==> config.mk <==
export PLATFORM = sky130hd
export DESIGN_NAME = stepper_trapezoid_step_planner
export DESIGN_NICKNAME = d
export VERILOG_FILES = /design/src/rtl/stp_pkg.sv /design/src/rtl/stp_div.sv /design/src/rtl/stp_ctrl.sv /design/src/rtl/stp_dp.sv /design/src/rtl/stp_regs.sv /design/src/rtl/stepper_trapezoid_step_planner.sv
export VERILOG_INCLUDE_DIRS = /design/src /design/src/rtl
export SDC_FILE = /design/constraint.sdc
export NUM_CORES = 2
export LEC_CHECK = 0
export ABC_AREA = 1
export BUFFER_PORTS_ARGS = -buffer_cell sky130_fd_sc_hd__clkbuf_2
export CAP_MARGIN = 0
export CORE_AREA = 3 3 307 309
export CTS_CLUSTER_SIZE = 30
export DETAILED_ROUTE_END_ITERATION = 10
export DIE_AREA = 0 0 310 312
export PLACE_DENSITY = 0.83
export SLEW_MARGIN = 20
export SYNTH_ARGS = -nofsm -noshare
export SYNTH_HDL_FRONTEND = slang
export SYNTH_SLANG_ARGS = --single-unit
export TNS_END_PERCENT = 10
==> constraint.sdc <==
create_clock -name clk -period 9.9 [get_ports clk]
set_input_delay 2.475 -clock clk [delete_from_list [all_inputs] [get_ports clk]]
set_output_delay 2.475 -clock clk [all_outputs]
set_load 0.005 [all_outputs]
==> src/rtl/stepper_trapezoid_step_planner_defines.svh <==
// Assertion macros of the step planner top level.
`ifndef STEPPER_TRAPEZOID_STEP_PLANNER_DEFINES_SVH
`define STEPPER_TRAPEZOID_STEP_PLANNER_DEFINES_SVH

// Same-cycle implication, checked at every rising edge outside reset.
`define STP_ASSERT_IMPL(name, ante, cons, msg) \
  name: assert property (@(posedge clk) disable iff (rst) (ante) |-> (cons)) \
    else $error(msg);

// Next-cycle implication, checked at every rising edge outside reset.
`define STP_ASSERT_NEXT(name, ante, cons, msg) \
  name: assert property (@(posedge clk) disable iff (rst) (ante) |=> (cons)) \
    else $error(msg);

`endif

==> src/rtl/stp_pkg.sv <==
// Shared types, widths and constants of the step planner.
`timescale 1ns / 1ps
package stp_pkg;

  localparam int POS_W   = 24;               // position width, sixteenth steps
  localparam int SPD_W   = 16;               // speed width, rpm*16
  localparam int CFG_W   = 16;               // width of speed and span registers
  localparam int ANG_W   = 19;               // step angle register width
  localparam int THR_W   = 32;               // threshold register width
  localparam int LOW_W   = 20;               // low time width
  localparam int A_W     = 32;               // step_angle_milli * 8000
  localparam int PROD_W  = POS_W + CFG_W;    // |d| * |max - min|
  localparam int DVD_W   = PROD_W;           // divider dividend width
  localparam int DVS_W   = SPD_W + 6;        // divider divisor width, 3*16*speed
  localparam int CNT_W   = $clog2(DVD_W + 1);
  localparam int SUM_W   = DVD_W + 2;
  localparam int EXT_W   = POS_W + 2;
  localparam int ADDR_W  = 5;
  localparam int DATA_W  = 32;

  localparam int IN_W    = ((3 * POS_W + 7) / 8) * 8;
  localparam int OFS_STEP = 0;
  localparam int OFS_DIR  = 1;
  localparam int OFS_CHG  = 2;
  localparam int OFS_MS   = 3;
  localparam int OFS_SPD  = 6;
  localparam int OFS_LOW  = OFS_SPD + SPD_W;
  localparam int OFS_POS  = OFS_LOW + LOW_W;
  localparam int OUT_W    = ((OFS_POS + POS_W + 7) / 8) * 8;

  localparam int LOW_MAX     = 1000000;
  localparam int ANGLE_SCALE = 8000;
  localparam logic [SPD_W-1:0] SPD_TOP = '1;

  localparam logic [CFG_W-1:0]  RESET_ACCEL_SPAN = 16'd1600;
  localparam logic [CFG_W-1:0]  RESET_MIN_SPEED  = 16'd480;
  localparam logic [CFG_W-1:0]  RESET_MAX_SPEED  = 16'd9600;
  localparam logic [CFG_W-1:0]  RESET_PULSE_HIGH = 16'd2;
  localparam logic [ANG_W-1:0]  RESET_ANGLE      = 19'd1800;
  localparam logic [THR_W-1:0]  RESET_FINE       = 32'd125830080;
  localparam logic [THR_W-1:0]  RESET_COARSE     = 32'd503320320;
  localparam int                RESET_SPEED      = 1920;

  // Microstep modes; the code is log2 of the division.
  typedef enum logic [2:0] {
    MODE_FULL      = 3'd0,
    MODE_HALF      = 3'd1,
    MODE_QUARTER   = 3'd2,
    MODE_EIGHTH    = 3'd3,
    MODE_SIXTEENTH = 3'd4
  } mode_t;

  localparam logic [2:0] PINS_FULL      = 3'b000;
  localparam logic [2:0] PINS_HALF      = 3'b001;
  localparam logic [2:0] PINS_QUARTER   = 3'b010;
  localparam logic [2:0] PINS_EIGHTH    = 3'b011;
  localparam logic [2:0] PINS_SIXTEENTH = 3'b111;

  typedef enum logic [2:0] {
    REG_ACCEL_SPAN = 3'd0,
    REG_MIN_SPEED  = 3'd1,
    REG_MAX_SPEED  = 3'd2,
    REG_CW_POS     = 3'd3,
    REG_PULSE_HIGH = 3'd4,
    REG_ANGLE      = 3'd5,
    REG_FINE       = 3'd6,
    REG_COARSE     = 3'd7
  } reg_idx_t;

  typedef struct packed {
    logic [CFG_W-1:0] accel_span;
    logic [CFG_W-1:0] min_speed;
    logic [CFG_W-1:0] max_speed;
    logic             cw_positive;
    logic [CFG_W-1:0] pulse_high_us;
    logic [ANG_W-1:0] step_angle_milli;
    logic [THR_W-1:0] fine_thresholds;
    logic [THR_W-1:0] coarse_thresholds;
  } cfg_t;

  // Controller to datapath commands.
  typedef struct packed {
    logic capture;
    logic load_commit;
    logic geo;
    logic sel;
    logic mul;
    logic div_start;
    logic div_pass2;
    logic spd;
    logic mode;
    logic fin;
  } stp_cmd_t;

  // Datapath to controller status.
  typedef struct packed {
    logic div_done;
  } stp_stat_t;

  function automatic logic [2:0] mode_pins(input mode_t m);
    logic [2:0] pins;
    case (m)
      MODE_HALF:      pins = PINS_HALF;
      MODE_QUARTER:   pins = PINS_QUARTER;
      MODE_EIGHTH:    pins = PINS_EIGHTH;
      MODE_SIXTEENTH: pins = PINS_SIXTEENTH;
      default:        pins = PINS_FULL;
    endcase
    return pins;
  endfunction

endpackage

==> src/rtl/stp_div.sv <==
// Restoring divider, one quotient bit per cycle.
`timescale 1ns / 1ps
module stp_div import stp_pkg::*; (
  input  logic             clk,
  input  logic             rst,
  input  logic             start,
  input  logic [DVD_W-1:0] dividend,
  input  logic [DVS_W-1:0] divisor,
  input  logic [CNT_W-1:0] iters,
  output logic             done,
  output logic [DVD_W-1:0] quotient
);

  logic             busy;
  logic [CNT_W-1:0] cnt;
  logic [DVD_W-1:0] dvd;
  logic [DVS_W-1:0] rem;
  logic [DVS_W-1:0] dvs;
  logic [DVS_W:0]   trial;
  logic [DVS_W:0]   diff;
  logic             fits;
  logic [DVS_W-1:0] rem_next;

  assign trial    = {rem, dvd[DVD_W-1]};
  assign diff     = trial - {1'b0, dvs};
  assign fits     = trial >= {1'b0, dvs};
  assign rem_next = fits ? diff[DVS_W-1:0] : trial[DVS_W-1:0];

  always_ff @(posedge clk) begin
    if (rst) begin
      busy <= 1'b0;
      cnt  <= '0;
    end else if (start) begin
      busy <= 1'b1;
      cnt  <= iters;
    end else if (busy) begin
      cnt <= cnt - CNT_W'(1);
      if (cnt == CNT_W'(1)) busy <= 1'b0;
    end
  end

  always_ff @(posedge clk) begin
    if (start) begin
      dvd <= dividend;
      rem <= '0;
      dvs <= divisor;
    end else if (busy) begin
      dvd <= {dvd[DVD_W-2:0], fits};
      rem <= rem_next;
    end
  end

  assign done     = busy && (cnt == CNT_W'(1));
  assign quotient = dvd;

endmodule

==> src/rtl/stp_ctrl.sv <==
// Sequencer of the step planner: handshakes and datapath commands.
`timescale 1ns / 1ps
module stp_ctrl import stp_pkg::*; (
  input  logic      clk,
  input  logic      rst,
  input  logic      s_tvalid,
  input  logic      s_cmd,
  output logic      s_tready,
  output logic      m_tvalid,
  input  logic      m_tready,
  output stp_cmd_t  cmd,
  input  stp_stat_t stat
);

  typedef enum logic [11:0] {
    S_IDLE = 12'b000000000001,
    S_LOAD = 12'b000000000010,
    S_GEO  = 12'b000000000100,
    S_SEL  = 12'b000000001000,
    S_MUL  = 12'b000000010000,
    S_D1S  = 12'b000000100000,
    S_D1W  = 12'b000001000000,
    S_SPD  = 12'b000010000000,
    S_MODE = 12'b000100000000,
    S_D2S  = 12'b001000000000,
    S_D2W  = 12'b010000000000,
    S_FIN  = 12'b100000000000
  } state_t;

  state_t state, state_next;
  logic   out_free;

  assign out_free = !m_tvalid || m_tready;
  assign s_tready = (state == S_IDLE);

  always_comb begin
    state_next = state;
    cmd        = '0;
    unique case (state)
      S_IDLE: begin
        if (s_tvalid) begin
          cmd.capture = 1'b1;
          state_next  = s_cmd ? S_LOAD : S_GEO;
        end
      end
      S_LOAD: begin
        if (out_free) begin
          cmd.load_commit = 1'b1;
          state_next      = S_IDLE;
        end
      end
      S_GEO: begin
        cmd.geo    = 1'b1;
        state_next = S_SEL;
      end
      S_SEL: begin
        cmd.sel    = 1'b1;
        state_next = S_MUL;
      end
      S_MUL: begin
        cmd.mul    = 1'b1;
        state_next = S_D1S;
      end
      S_D1S: begin
        cmd.div_start = 1'b1;
        state_next    = S_D1W;
      end
      S_D1W: begin
        if (stat.div_done) state_next = S_SPD;
      end
      S_SPD: begin
        cmd.spd    = 1'b1;
        state_next = S_MODE;
      end
      S_MODE: begin
        cmd.mode   = 1'b1;
        state_next = S_D2S;
      end
      S_D2S: begin
        cmd.div_start = 1'b1;
        cmd.div_pass2 = 1'b1;
        state_next    = S_D2W;
      end
      S_D2W: begin
        if (stat.div_done) state_next = S_FIN;
      end
      S_FIN: begin
        if (out_free) begin
          cmd.fin    = 1'b1;
          state_next = S_IDLE;
        end
      end
      default: state_next = S_IDLE;
    endcase
  end

  always_ff @(posedge clk) begin
    if (rst) begin
      state    <= S_IDLE;
      m_tvalid <= 1'b0;
    end else begin
      state <= state_next;
      if (cmd.load_commit || cmd.fin) m_tvalid <= 1'b1;
      else if (m_tready)              m_tvalid <= 1'b0;
    end
  end

endmodule

==> src/rtl/stp_dp.sv <==
// Datapath of the step planner: ramp geometry, speed, mode, low time, position.
`timescale 1ns / 1ps
module stp_dp import stp_pkg::*; (
  input  logic             clk,
  input  logic             rst,
  input  cfg_t             cfg,
  input  stp_cmd_t         cmd,
  output stp_stat_t        stat,
  input  logic [IN_W-1:0]  s_tdata,
  output logic [OUT_W-1:0] m_tdata
);

  localparam logic [4:0] SIXTEENTHS = 5'd16;

  // Captured word
  logic signed [POS_W-1:0] st_q, tg_q, newpos_q;

  // Architectural state, also the output word
  logic signed [POS_W-1:0] position;
  logic                    direction;
  mode_t                   step_mode;
  logic [SPD_W-1:0]        speed;
  logic [LOW_W-1:0]        low_time;
  logic                    o_step, o_chg;

  // Work registers
  logic                    up_q, cruise_q, neg_q, zero_q;
  logic [CFG_W-1:0]        acc_q;
  logic signed [POS_W:0]   d_q;
  logic signed [CFG_W:0]   diff_q;
  logic [PROD_W-1:0]       prod_q;
  logic [SPD_W-1:0]        spd_q;
  mode_t                   code_q;
  logic [DVS_W-1:0]        den_q;
  logic [A_W-1:0]          angle_q;

  // Geometry
  logic signed [POS_W:0]   dist_s;
  logic [POS_W-1:0]        dist_mag;
  logic                    dist_lt;
  logic [CFG_W-1:0]        acc_next;
  logic [CFG_W-1:0]        span_eff;

  always_comb begin
    dist_s   = {tg_q[POS_W-1], tg_q} - {st_q[POS_W-1], st_q};
    dist_mag = dist_s[POS_W] ? POS_W'(-dist_s) : dist_s[POS_W-1:0];
    dist_lt  = {1'b0, dist_mag} < (POS_W+1)'({cfg.accel_span, 1'b0});
    acc_next = dist_lt ? CFG_W'(dist_mag >> 1) : cfg.accel_span;
    span_eff = (cfg.accel_span == '0) ? CFG_W'(1) : cfg.accel_span;
  end

  // Region select
  logic signed [EXT_W-1:0] pe, se, te, ae;
  logic                    lo_hit, hi_hit;
  logic signed [POS_W:0]   d_next;
  logic signed [CFG_W:0]   diff_next;

  always_comb begin
    pe = EXT_W'(position);
    se = EXT_W'(st_q);
    te = EXT_W'(tg_q);
    ae = $signed(EXT_W'(acc_q));
    if (up_q) begin
      lo_hit = pe < se + ae;
      hi_hit = pe > te - ae;
    end else begin
      lo_hit = pe > se - ae;
      hi_hit = pe < te + ae;
    end
    if (lo_hit)      d_next = (POS_W+1)'(up_q ? pe - se : se - pe);
    else if (hi_hit) d_next = (POS_W+1)'(up_q ? te - pe : pe - te);
    else             d_next = '0;
    diff_next = $signed({1'b0, cfg.max_speed}) - $signed({1'b0, cfg.min_speed});
  end

  // Multiply magnitudes
  logic [POS_W-1:0]  d_mag;
  logic [CFG_W-1:0]  diff_mag;
  logic [PROD_W-1:0] prod_next;

  assign d_mag     = d_q[POS_W] ? POS_W'(-d_q) : d_q[POS_W-1:0];
  assign diff_mag  = diff_q[CFG_W] ? CFG_W'(-diff_q) : diff_q[CFG_W-1:0];
  assign prod_next = d_mag * diff_mag;

  // Shared divider
  logic [DVD_W-1:0] div_dvd, div_q;
  logic [DVS_W-1:0] div_dvs;
  logic [CNT_W-1:0] div_iters;

  assign div_dvd   = cmd.div_pass2 ? (DVD_W'(angle_q) << (DVD_W - A_W)) : prod_q;
  assign div_dvs   = cmd.div_pass2 ? den_q : DVS_W'(span_eff);
  assign div_iters = cmd.div_pass2 ? CNT_W'(A_W) : CNT_W'(DVD_W);

  stp_div u_div (
    .clk      (clk),
    .rst      (rst),
    .start    (cmd.div_start),
    .dividend (div_dvd),
    .divisor  (div_dvs),
    .iters    (div_iters),
    .done     (stat.div_done),
    .quotient (div_q)
  );

  // Speed
  logic signed [SUM_W-1:0] q_s, sum_s;
  logic [SPD_W-1:0]        ramp_spd, cruise_spd, spd_next;

  always_comb begin
    q_s   = $signed(SUM_W'(div_q));
    sum_s = $signed(SUM_W'(cfg.min_speed)) + (neg_q ? -q_s : q_s);
    if (sum_s < 0)                             ramp_spd = '0;
    else if (sum_s > $signed(SUM_W'(SPD_TOP))) ramp_spd = SPD_TOP;
    else                                       ramp_spd = sum_s[SPD_W-1:0];
    if ((SPD_W+CFG_W)'(cfg.max_speed) > (SPD_W+CFG_W)'(SPD_TOP)) cruise_spd = SPD_TOP;
    else cruise_spd = SPD_W'(cfg.max_speed);
    spd_next = cruise_q ? cruise_spd : ramp_spd;
  end

  // Mode, divisor and dividend of the low time
  localparam int CMP_W = SPD_W + CFG_W;
  mode_t            code_next;
  logic [DVS_W-1:0] three_s, den_next;
  logic [A_W-1:0]   angle_next;

  always_comb begin
    if (CMP_W'(spd_q) <= CMP_W'(cfg.fine_thresholds[15:0]))
      code_next = MODE_SIXTEENTH;
    else if (CMP_W'(spd_q) <= CMP_W'(cfg.fine_thresholds[31:16]))
      code_next = MODE_EIGHTH;
    else if (CMP_W'(spd_q) <= CMP_W'(cfg.coarse_thresholds[15:0]))
      code_next = MODE_QUARTER;
    else if (CMP_W'(spd_q) <= CMP_W'(cfg.coarse_thresholds[31:16]))
      code_next = MODE_HALF;
    else
      code_next = MODE_FULL;
    three_s    = DVS_W'(spd_q) + DVS_W'({spd_q, 1'b0});
    den_next   = three_s << code_next;
    angle_next = A_W'(cfg.step_angle_milli) * A_W'(ANGLE_SCALE);
  end

  // Low time = floor(angle*8000 / den) - pulse_high, clamped
  logic signed [A_W+1:0]   low_diff;
  logic [LOW_W-1:0]        low_next;
  logic signed [POS_W-1:0] inc, pos_next;
  logic                    dir_next;

  always_comb begin
    low_diff = $signed({2'b00, div_q[A_W-1:0]}) - $signed((A_W+2)'(cfg.pulse_high_us));
    if (zero_q)                                      low_next = LOW_W'(LOW_MAX);
    else if (low_diff < 0)                           low_next = '0;
    else if (low_diff > $signed((A_W+2)'(LOW_MAX))) low_next = LOW_W'(LOW_MAX);
    else                                             low_next = low_diff[LOW_W-1:0];
    inc      = $signed(POS_W'(SIXTEENTHS >> code_q));
    pos_next = up_q ? position + inc : position - inc;
    dir_next = up_q ? cfg.cw_positive : !cfg.cw_positive;
  end

  always_ff @(posedge clk) begin
    if (cmd.capture) begin
      st_q     <= s_tdata[POS_W-1:0];
      tg_q     <= s_tdata[2*POS_W-1:POS_W];
      newpos_q <= s_tdata[3*POS_W-1:2*POS_W];
    end
    if (cmd.geo) begin
      up_q  <= st_q < tg_q;
      acc_q <= acc_next;
    end
    if (cmd.sel) begin
      d_q      <= d_next;
      cruise_q <= !lo_hit && !hi_hit;
      diff_q   <= diff_next;
    end
    if (cmd.mul) begin
      prod_q <= prod_next;
      neg_q  <= d_q[POS_W] ^ diff_q[CFG_W];
    end
    if (cmd.spd) spd_q <= spd_next;
    if (cmd.mode) begin
      code_q  <= code_next;
      den_q   <= den_next;
      angle_q <= angle_next;
      zero_q  <= (spd_q == '0);
    end
  end

  always_ff @(posedge clk) begin
    if (rst) begin
      position  <= '0;
      direction <= 1'b0;
      step_mode <= MODE_FULL;
      speed     <= SPD_W'(RESET_SPEED);
      low_time  <= '0;
      o_step    <= 1'b0;
      o_chg     <= 1'b0;
    end else if (cmd.fin) begin
      position  <= pos_next;
      o_chg     <= dir_next != direction;
      direction <= dir_next;
      step_mode <= code_q;
      speed     <= spd_q;
      low_time  <= low_next;
      o_step    <= 1'b1;
    end else if (cmd.load_commit) begin
      position <= newpos_q;
      o_step   <= 1'b0;
      o_chg    <= 1'b0;
    end
  end

  assign m_tdata = OUT_W'({position, low_time, speed, mode_pins(step_mode),
                           o_chg, direction, o_step});

endmodule

==> src/rtl/stp_regs.sv <==
// Configuration register file behind the APB port.
`timescale 1ns / 1ps
module stp_regs import stp_pkg::*; (
  input  logic              clk,
  input  logic              rst,
  input  logic              psel,
  input  logic              penable,
  input  logic              pwrite,
  input  logic [ADDR_W-1:0] paddr,
  input  logic [DATA_W-1:0] pwdata,
  output logic [DATA_W-1:0] prdata,
  output cfg_t              cfg
);

  reg_idx_t idx;
  logic     wr;

  assign idx = reg_idx_t'(paddr[ADDR_W-1:2]);
  assign wr  = psel && penable && pwrite;

  always_ff @(posedge clk) begin
    if (rst) begin
      cfg.accel_span        <= RESET_ACCEL_SPAN;
      cfg.min_speed         <= RESET_MIN_SPEED;
      cfg.max_speed         <= RESET_MAX_SPEED;
      cfg.cw_positive       <= 1'b1;
      cfg.pulse_high_us     <= RESET_PULSE_HIGH;
      cfg.step_angle_milli  <= RESET_ANGLE;
      cfg.fine_thresholds   <= RESET_FINE;
      cfg.coarse_thresholds <= RESET_COARSE;
    end else if (wr) begin
      unique case (idx)
        REG_ACCEL_SPAN: cfg.accel_span        <= pwdata[CFG_W-1:0];
        REG_MIN_SPEED:  cfg.min_speed         <= pwdata[CFG_W-1:0];
        REG_MAX_SPEED:  cfg.max_speed         <= pwdata[CFG_W-1:0];
        REG_CW_POS:     cfg.cw_positive       <= pwdata[0];
        REG_PULSE_HIGH: cfg.pulse_high_us     <= pwdata[CFG_W-1:0];
        REG_ANGLE:      cfg.step_angle_milli  <= pwdata[ANG_W-1:0];
        REG_FINE:       cfg.fine_thresholds   <= pwdata[THR_W-1:0];
        REG_COARSE:     cfg.coarse_thresholds <= pwdata[THR_W-1:0];
        default: ;
      endcase
    end
  end

  always_comb begin
    unique case (idx)
      REG_ACCEL_SPAN: prdata = DATA_W'(cfg.accel_span);
      REG_MIN_SPEED:  prdata = DATA_W'(cfg.min_speed);
      REG_MAX_SPEED:  prdata = DATA_W'(cfg.max_speed);
      REG_CW_POS:     prdata = DATA_W'(cfg.cw_positive);
      REG_PULSE_HIGH: prdata = DATA_W'(cfg.pulse_high_us);
      REG_ANGLE:      prdata = DATA_W'(cfg.step_angle_milli);
      REG_FINE:       prdata = DATA_W'(cfg.fine_thresholds);
      REG_COARSE:     prdata = DATA_W'(cfg.coarse_thresholds);
      default:        prdata = '0;
    endcase
  end

endmodule

==> src/rtl/stepper_trapezoid_step_planner.sv <==
// Top level of the stepper trapezoid step planner.
`timescale 1ns / 1ps
// Usage:
//   The input stream carries one word per request. tuser selects the kind:
//   0 plans and takes one step from the held position, 1 loads new_position.
//   The output stream returns exactly one word per request with the step flag,
//   direction pin, direction-change flag, microstep pins, speed, low time and
//   the position after the request. Configuration goes through the APB port,
//   which the user must write only while idle; the block does not enforce it.
// Flow:
//   A load word passes the load state and reaches the output once the output
//   register is free. A step word passes the setup states, the ramp divider
//   pass, the states that pick the mode, the low time divider pass and the
//   finish state, which also waits for a free output, then returns to idle.
//   One word is in flight at a time; s_tready is high only while idle.
// Reset:
//   rst clears the sequencer and the output valid, restores the register
//   defaults and sets position 0, full step, speed 120 rpm, low time 0.
// Backpressure:
//   The result is held on m_tdata until taken. A new word may be accepted
//   while it waits; the next result then holds in the sequencer until the
//   output register frees.
`include "stepper_trapezoid_step_planner_defines.svh"
module stepper_trapezoid_step_planner import stp_pkg::*; (
  input  logic              clk,
  input  logic              rst,
  // s_tdata: start_position, target_position, new_position (low bits first)
  input  logic              s_tvalid,
  output logic              s_tready,
  input  logic [IN_W-1:0]   s_tdata,
  // s_tuser: cmd
  input  logic              s_tuser,
  // m_tdata: step_taken, dir_cw, dir_changed, ms_pins, speed_out,
  //          low_time_us, position_out (low bits first)
  output logic              m_tvalid,
  input  logic              m_tready,
  output logic [OUT_W-1:0]  m_tdata,
  input  logic              psel,
  input  logic              penable,
  input  logic              pwrite,
  input  logic [ADDR_W-1:0] paddr,
  input  logic [DATA_W-1:0] pwdata,
  output logic [DATA_W-1:0] prdata,
  output logic              pready
);

  cfg_t      cfg;
  stp_cmd_t  cmd;
  stp_stat_t stat;

  // Register file never waits.
  assign pready = 1'b1;

  stp_regs u_regs (
    .clk     (clk),
    .rst     (rst),
    .psel    (psel),
    .penable (penable),
    .pwrite  (pwrite),
    .paddr   (paddr),
    .pwdata  (pwdata),
    .prdata  (prdata),
    .cfg     (cfg)
  );

  // Sequencer: accepts a word, walks the datapath, owns the output valid.
  stp_ctrl u_ctrl (
    .clk      (clk),
    .rst      (rst),
    .s_tvalid (s_tvalid),
    .s_cmd    (s_tuser),
    .s_tready (s_tready),
    .m_tvalid (m_tvalid),
    .m_tready (m_tready),
    .cmd      (cmd),
    .stat     (stat)
  );

  // Datapath: its state registers double as the output word.
  stp_dp u_dp (
    .clk     (clk),
    .rst     (rst),
    .cfg     (cfg),
    .cmd     (cmd),
    .stat    (stat),
    .s_tdata (s_tdata),
    .m_tdata (m_tdata)
  );

  // Output fields for the checks below.
  logic             out_step;
  logic [2:0]       out_ms;
  logic [SPD_W-1:0] out_speed;
  logic [LOW_W-1:0] out_low;
  logic             out_ms_ok;
  logic             out_stopped;
  logic             out_low_max;

  assign out_step    = m_tdata[OFS_STEP];
  assign out_ms      = m_tdata[OFS_MS +: 3];
  assign out_speed   = m_tdata[OFS_SPD +: SPD_W];
  assign out_low     = m_tdata[OFS_LOW +: LOW_W];
  assign out_ms_ok   = (out_ms == PINS_FULL) || (out_ms == PINS_HALF) ||
                       (out_ms == PINS_QUARTER) || (out_ms == PINS_EIGHTH) ||
                       (out_ms == PINS_SIXTEENTH);
  assign out_stopped = m_tvalid && out_step && (out_speed == '0);
  assign out_low_max = (out_low == LOW_W'(LOW_MAX));

  `STP_ASSERT_NEXT(a_single_item, s_tvalid && s_tready, !s_tready, "word taken while busy")
  `STP_ASSERT_IMPL(a_ms_code, m_tvalid, out_ms_ok, "illegal microstep pins")
  `STP_ASSERT_IMPL(a_low_clamp, m_tvalid, out_low <= LOW_W'(LOW_MAX), "low time above clamp")
  `STP_ASSERT_IMPL(a_zero_speed, out_stopped, out_low_max, "zero speed, short low time")

endmodule

-- Word level (Yosys, flattened, before mapping)
Index checks and enable logic that the tools add are counted.
- flip-flop bits (word level): 559
- input bits: 117
- output and inout port bits: 107
- $add $sub $neg: 21
- multiply operators: 2
- order comparisons: 15
- eq/ne operators: 29
- shifts and indexed selects: 2
- multiplexer cells: 62
- bitwise logic cells: 1
- reduce and logical (&&, ||, !) cells: 27
- operators by type and width (kind ; number):
    case mux 32 bit (8 select lines) ; 1
    case mux 12 bit (11 select lines) ; 1
    subtractor 24 x 24 -> 25 bit ; 5
    2-to-1 mux 24 bit ; 5
    2-to-1 mux 40 bit ; 3
    2-to-1 mux 16 bit ; 7
    2-to-1 mux 25 bit ; 4
    <= comparator 16 bit ; 4
    2-to-1 mux 20 bit ; 3
    adder 24 x 17 -> 25 bit ; 2
    > comparator 24 x 25 -> 1 bit ; 2
    less-than comparator 24 x 25 -> 1 bit ; 2
    subtractor 24 x 17 -> 25 bit ; 2
    2-to-1 mux 12 bit ; 4
    negator 24 bit ; 2
    adder 17 x 42 -> 42 bit ; 1
    > comparator 42 x 17 -> 1 bit, second input constant ; 1
    less-than comparator 42 x 1 -> 1 bit, second input constant ; 1
    2-to-1 mux 42 bit ; 1
    negator 40 -> 42 bit ; 1
    multiplier 24 x 16 -> 40 bit ; 1
    > comparator 34 x 21 -> 1 bit, second input constant ; 1
    less-than comparator 34 x 1 -> 1 bit, second input constant ; 1
    subtractor 32 x 16 -> 33 bit ; 1
    48 further kinds ; 103

-- Depth between registers and ports, before layout
- depth after elaboration: 7
- mapped depth: 41
- depth with buffers taken out: 40

-- Cells and area by module
Synthesis repeated with hierarchy kept, for this count alone.
- cell total of the unflattened synthesis: 8389
- area, all modules: 61726.7 um2
- modules (own cells, without submodules) (module ; times used ; cells each ; area each (um2)):
    stp_dp ; 1 ; 6581 ; 48880.6
    stp_regs ; 1 ; 932 ; 6546.3
    stp_div ; 1 ; 745 ; 5515.3
    stp_ctrl ; 1 ; 129 ; 773.2
    stepper_trapezoid_step_planner ; 1 ; 2 ; 11.3

-- Worst setup path before layout
OpenSTA, ideal clock, no wires.
- path kind: register -> register
- start: reg u_dp.d_q[0]
- end: reg u_dp.prod_q[38], data pin
- setup time: 258 ps
- arrival: 7298 ps
- slack: 2344 ps
- stages on the path, launching flop included: 41
- path buffers: 2
- period minus slack after synthesis: 7556 ps
- cell sequence: edfxtp_1 > inv_1 > clkbuf_1 > ha_1 > inv_1 > nor2_1 > inv_1 > nor2_1 > inv_1 > nor2_1 > nand2_1 > nand2_1 > xor2_1 > clkbuf_1 > nand2_1 > fa_1 > inv_1 > fa_1 > (+5 left out) > inv_1 > fa_1 > inv_1 > ha_1 > a21oi_1 > o21ai_0 > a21oi_1 > o21ai_0 > a21oi_1 > o21a_1 > o21bai_1 > nand2_1 > nand2_1 > nand3_1 > nand2_1 > nand2_1 > nand2_1 > xor2_1
- longest elaborated chain between the ends: 3
- RTL lines (item ; RTL line ; RTL):
    start: declaration ; stp_dp.sv:29 ; logic signed [POS_W:0] d_q;
    start signal: assignment ; stp_dp.sv:170 ; d_q <= d_next;
    negator 24 bit ; stp_dp.sv:81 ; assign d_mag = d_q[POS_W] ? POS_W'(-d_q) : d_q[POS_W-1:0];
    2-to-1 mux 24 bit (*) ; stp_dp.sv:81 ;
    multiplier 24 x 16 -> 40 bit (*) ; stp_dp.sv:83 ; assign prod_next = d_mag * diff_mag;
    net u_dp.prod_next[38] ; stp_dp.sv:79 ; logic [PROD_W-1:0] prod_next;
    end signal: assignment ; stp_dp.sv:175 ; prod_q <= prod_next;
    end: declaration ; stp_dp.sv:31 ; logic [PROD_W-1:0] prod_q;
Mark *: on every way through the listed nets, which the timed path passes. The rest lies on a longest branch.
A chain may end at the register's enable or synchronous reset.

-- Worst setup path in the final report
- start: reg u_dp.diff_q[0]
- end: reg u_dp.prod_q[38], data pin
- longest elaborated chain between the ends: 3
- RTL lines (item ; RTL line ; RTL):
    start: declaration ; stp_dp.sv:30 ; logic signed [CFG_W:0] diff_q;
    start signal: assignment ; stp_dp.sv:172 ; diff_q <= diff_next;
    negator 16 bit ; stp_dp.sv:82 ; assign diff_mag = diff_q[CFG_W] ? CFG_W'(-diff_q) : diff_q[CFG_W-1:0];
    2-to-1 mux 16 bit (*) ; stp_dp.sv:82 ;
    multiplier 24 x 16 -> 40 bit (*) ; stp_dp.sv:83 ;
    net u_dp.prod_next[38] ; stp_dp.sv:79 ;
Marks and branches as above.

==> reports/qor.txt <==
Reg-to-reg startpoint: u_dp.diff_q[0]
Layout fillers: 7543
Multi-input gate area: 39700 sq um
Worst endpoint data arrival time: 9.38 ns
Hold WS: 0.464 ns
Finished Layout Cells: 9122
Most common cell after layout, fill and taps aside: nand2_1
CP max stage cell: edfxtp_1
Die Area: 96700 sq um
Wire per inst: 21.0 um
Via count: 55.7k
Hold depth: 2
Port-buffer cells: 214
Area leader, netlist: edfxtp_1
Synth Flop Type: edfxtp_1
CTS Hold Bufs: 0
PD cells: 151 nW/um^2
Antenna violations before repair: 3
Most used cell along the critical path: nand2_1
Post-synth top area share: 15.3%
Synth area leaders: edfxtp_1 (15%), ha_1 (14%), fa_1 (13%), nand2_1 (9.9%), dfxtp_1 (8.6%)
GR Util met2: 59.8%
Sequential cell area fraction in the yosys report: 24.0%
Worst setup path startpoint: u_dp.diff_q[0]
Die extent in x: 310 um
CP delay by family, top: adder cells
Core area: 91700 sq um
Die height: 312 um
Static Leakage: 31.0 nW
Area delta synth->final: 7.35%
Rel. slew slack: 24.6%
Critical path depth: 37
H-tree Lvls: 2
WL final: 192000 um
Worst Setup End Kind: flip-flop
Final hold vios: 0
Largest net degree at the start of global routing: 92
Vias in the first global route: 53.6k
Fin crit period: 8.97 ns
Cell Area, Synth: 59400 sq um
Comb pwr share: 45.4%
Switching Power: 4.13 mW
Reg2Reg Depth: 37
Initial core utilization: 64.8%
Nets: 9046
Slowest Stage Delay on Critical Path: 0.70 ns
Total number of yosys warnings: 0
Pint: 5.50 mW
Crit share post-route: 90.6%
Maximum root-to-sink buffer count: 3
Antenna diodes: 0
Commonest cells after routing, fill and taps aside: nand2_1 (1559), inv_1 (1198), a21oi_1 (668), ha_1 (658), nor2_1 (626)
Clk pin slew, worst setup/hold paths: 0.06 ns
Max-cap violation count: 0
Fraction of layout instances using a drive strength above 1: 6.21%
Worst Hold Class: flip-flop to flip-flop
Final setup skew: 0.0499 ns
Worst slew pin tran: 1.13 ns
RSZ-0062 raised after global routing: false
Critical setup path kind: flip-flop to flip-flop
Post-CTS Resized: 0
Critical Path Start Type: flip-flop
Buf+Inv Stages, Crit Path: 7
CTS tree: built
HP Start: u_dp.low_time[10]
Placement Rows: 111
Post-Syn Area per Cell: 7.65 sq um
GRT overflow: 0
Max Fclk: 0.111 GHz
Busiest grt layer: met2
WP data required: 10.31 ns
Clk root buf: clkbuf_16
Final setup fails: 0
Largest fanout on the critical path: 17
Mapped Cells: 7757
Cts bufs inserted: 61
M1 GR Usage: 50.7%
Ys async rst share: 0%
GR Util met3: 9.51%
First-pass GRT wire length: 293000 um
Slew Limit Fails: 0
Yosys cell types: 76
Switch share: 42.9%
Tot GR Track Use: 38.9%
Number of synthesized flops with an enable pin: 303
#FFs+latches synth: 559
Reg power frac: 30.0%
Dpl cells: 9007
Vias per inst: 6.11
Post-route setup TNS: 0 ns
DP Wirelength: 152000 um
Post-route DRC: 0
Sinks on Clock Net: 559
Antenna-violating nets left: 0
FF+latch area: 14200 sq um
Outcome: complete, no violations
Worst VDD drop: 0.177 mV
Post-CTS setup buffers: 0
Pre-Repair DR Iteration Count: 8
Worst-skew pair later-pin latency: 0.70 ns
Ports: 224
Drt initial violations: 5824
Clock share of power: 24.7%
GP Congestion: 1.07
-- Yosys cell counts (all sizes together) (23+ instances only) --
| cell type | n |
|---|---|
| nor3 | 72 |
| clkbuf | 187 |
| ha | 658 |
| nor2 | 661 |
| dfxtp | 256 |
| fa | 387 |
| a21o | 27 |
| o21ai | 482 |
| xor2 | 269 |
| o22ai | 40 |
| a21oi | 669 |
| nand2 | 1584 |
| a211oi | 25 |
| edfxtp | 303 |
| a31oi | 23 |
| nand4 | 105 |
| buf | 38 |
| o2111ai | 24 |
| xnor2 | 94 |
| a221oi | 29 |
| nor4 | 28 |
| nand3 | 310 |
| inv | 1208 |
| a22oi | 28 |
| o211ai | 47 |
-- per-layer routing --
| layer | share of wire, % | up-vias | wire length [um] |
|---|---|---|---|
| met3 | 12 | 672 | 23000 |
| met1 | 38 | 26000 | 72900 |
| met5 | 0.0068 | - | 13 |
| met2 | 44 | 3235 | 83400 |
| met4 | 6.4 | 2 | 12300 |
| li1 | - | 25800 | - |
-- final timing paths --
kind	end	slack [ns]
hold reg to reg	u_dp.low_time[10]	0.46
hold / removal	u_dp.low_time[10]	0.46
setup / recovery	u_dp.prod_q[38]	0.93
setup reg to reg	u_dp.prod_q[38]	0.93
-- cell type report --
type,instances,area share [%]
Sequential cell,559,22.3
Tap cell,1186,2.33
Clock inverter,34,0.575
Clock buffer,81,2.72
Multi-Input combinational cell,5749,62.3
Inverter,1229,7.25
Timing Repair Buffer,284,2.51
-- cells by family (layout without fill, tap and decap cells) --
| family | after synthesis | in the layout | share of synthesized area, % |
|---|---|---|---|
| AO/OA/AOI/OAI | 1515 | 1515 | 14.5 |
| XOR/XNOR | 363 | 363 | 5.37 |
| adder cells (fa/ha/maj) | 1045 | 1045 | 26.9 |
| buffers and inverters | 1454 | 1628 | 9.33 |
| flip-flops | 559 | 559 | 24.0 |
| multiplexers | 5 | 5 | 0.0843 |
| other | 2 | 7 | 0.0127 |
| AND/OR/NAND/NOR | 2814 | 2814 | 19.8 |
-- through the flow --
step	power, mW	worst slack (ns)	area, sq um	utilization, %
2_1_floorplan	5.99	2.34	59400	-
3_3_place_gp	7.02	1.31	61600	67.2
3_5_place_dp	7.16	1.09	61600	67.2
4_1_cts	9.53	1.00	63700	69.5
5_1_grt	10.2	0.377	63700	69.5
6_report	9.64	0.927	63700	69.5
-- power by group through the flow --
stage               clock network (mW)  logic [mW]  registers, mW
floorplan                            0        3.17           2.82
global placement                     0        4.11           2.91
detailed placement                   0        4.24           2.92
CTS                               2.39        4.27           2.87
global route                      2.48        4.86           2.89
finish                            2.38        4.37           2.89
-- flip-flops by register name (all words and copies together), names as in the netlist, 24 cells and up --
name	cells
u_dp.tg_q	24
u_regs.cfg	148
u_dp.position	24
u_dp.prod_q	40
u_dp.d_q	25
u_dp.angle_q	26
u_dp.newpos_q	24
u_dp.u_div.quotient	40
u_dp.st_q	24
-- tightest hold or removal path, cell delays in order, from the launching register on --
cell and delay (ns):
dfxtp_1 0.31, nand2_1 0.06, a21oi_1 0.05
No activity file was read; power rests on OpenSTA's default activity.
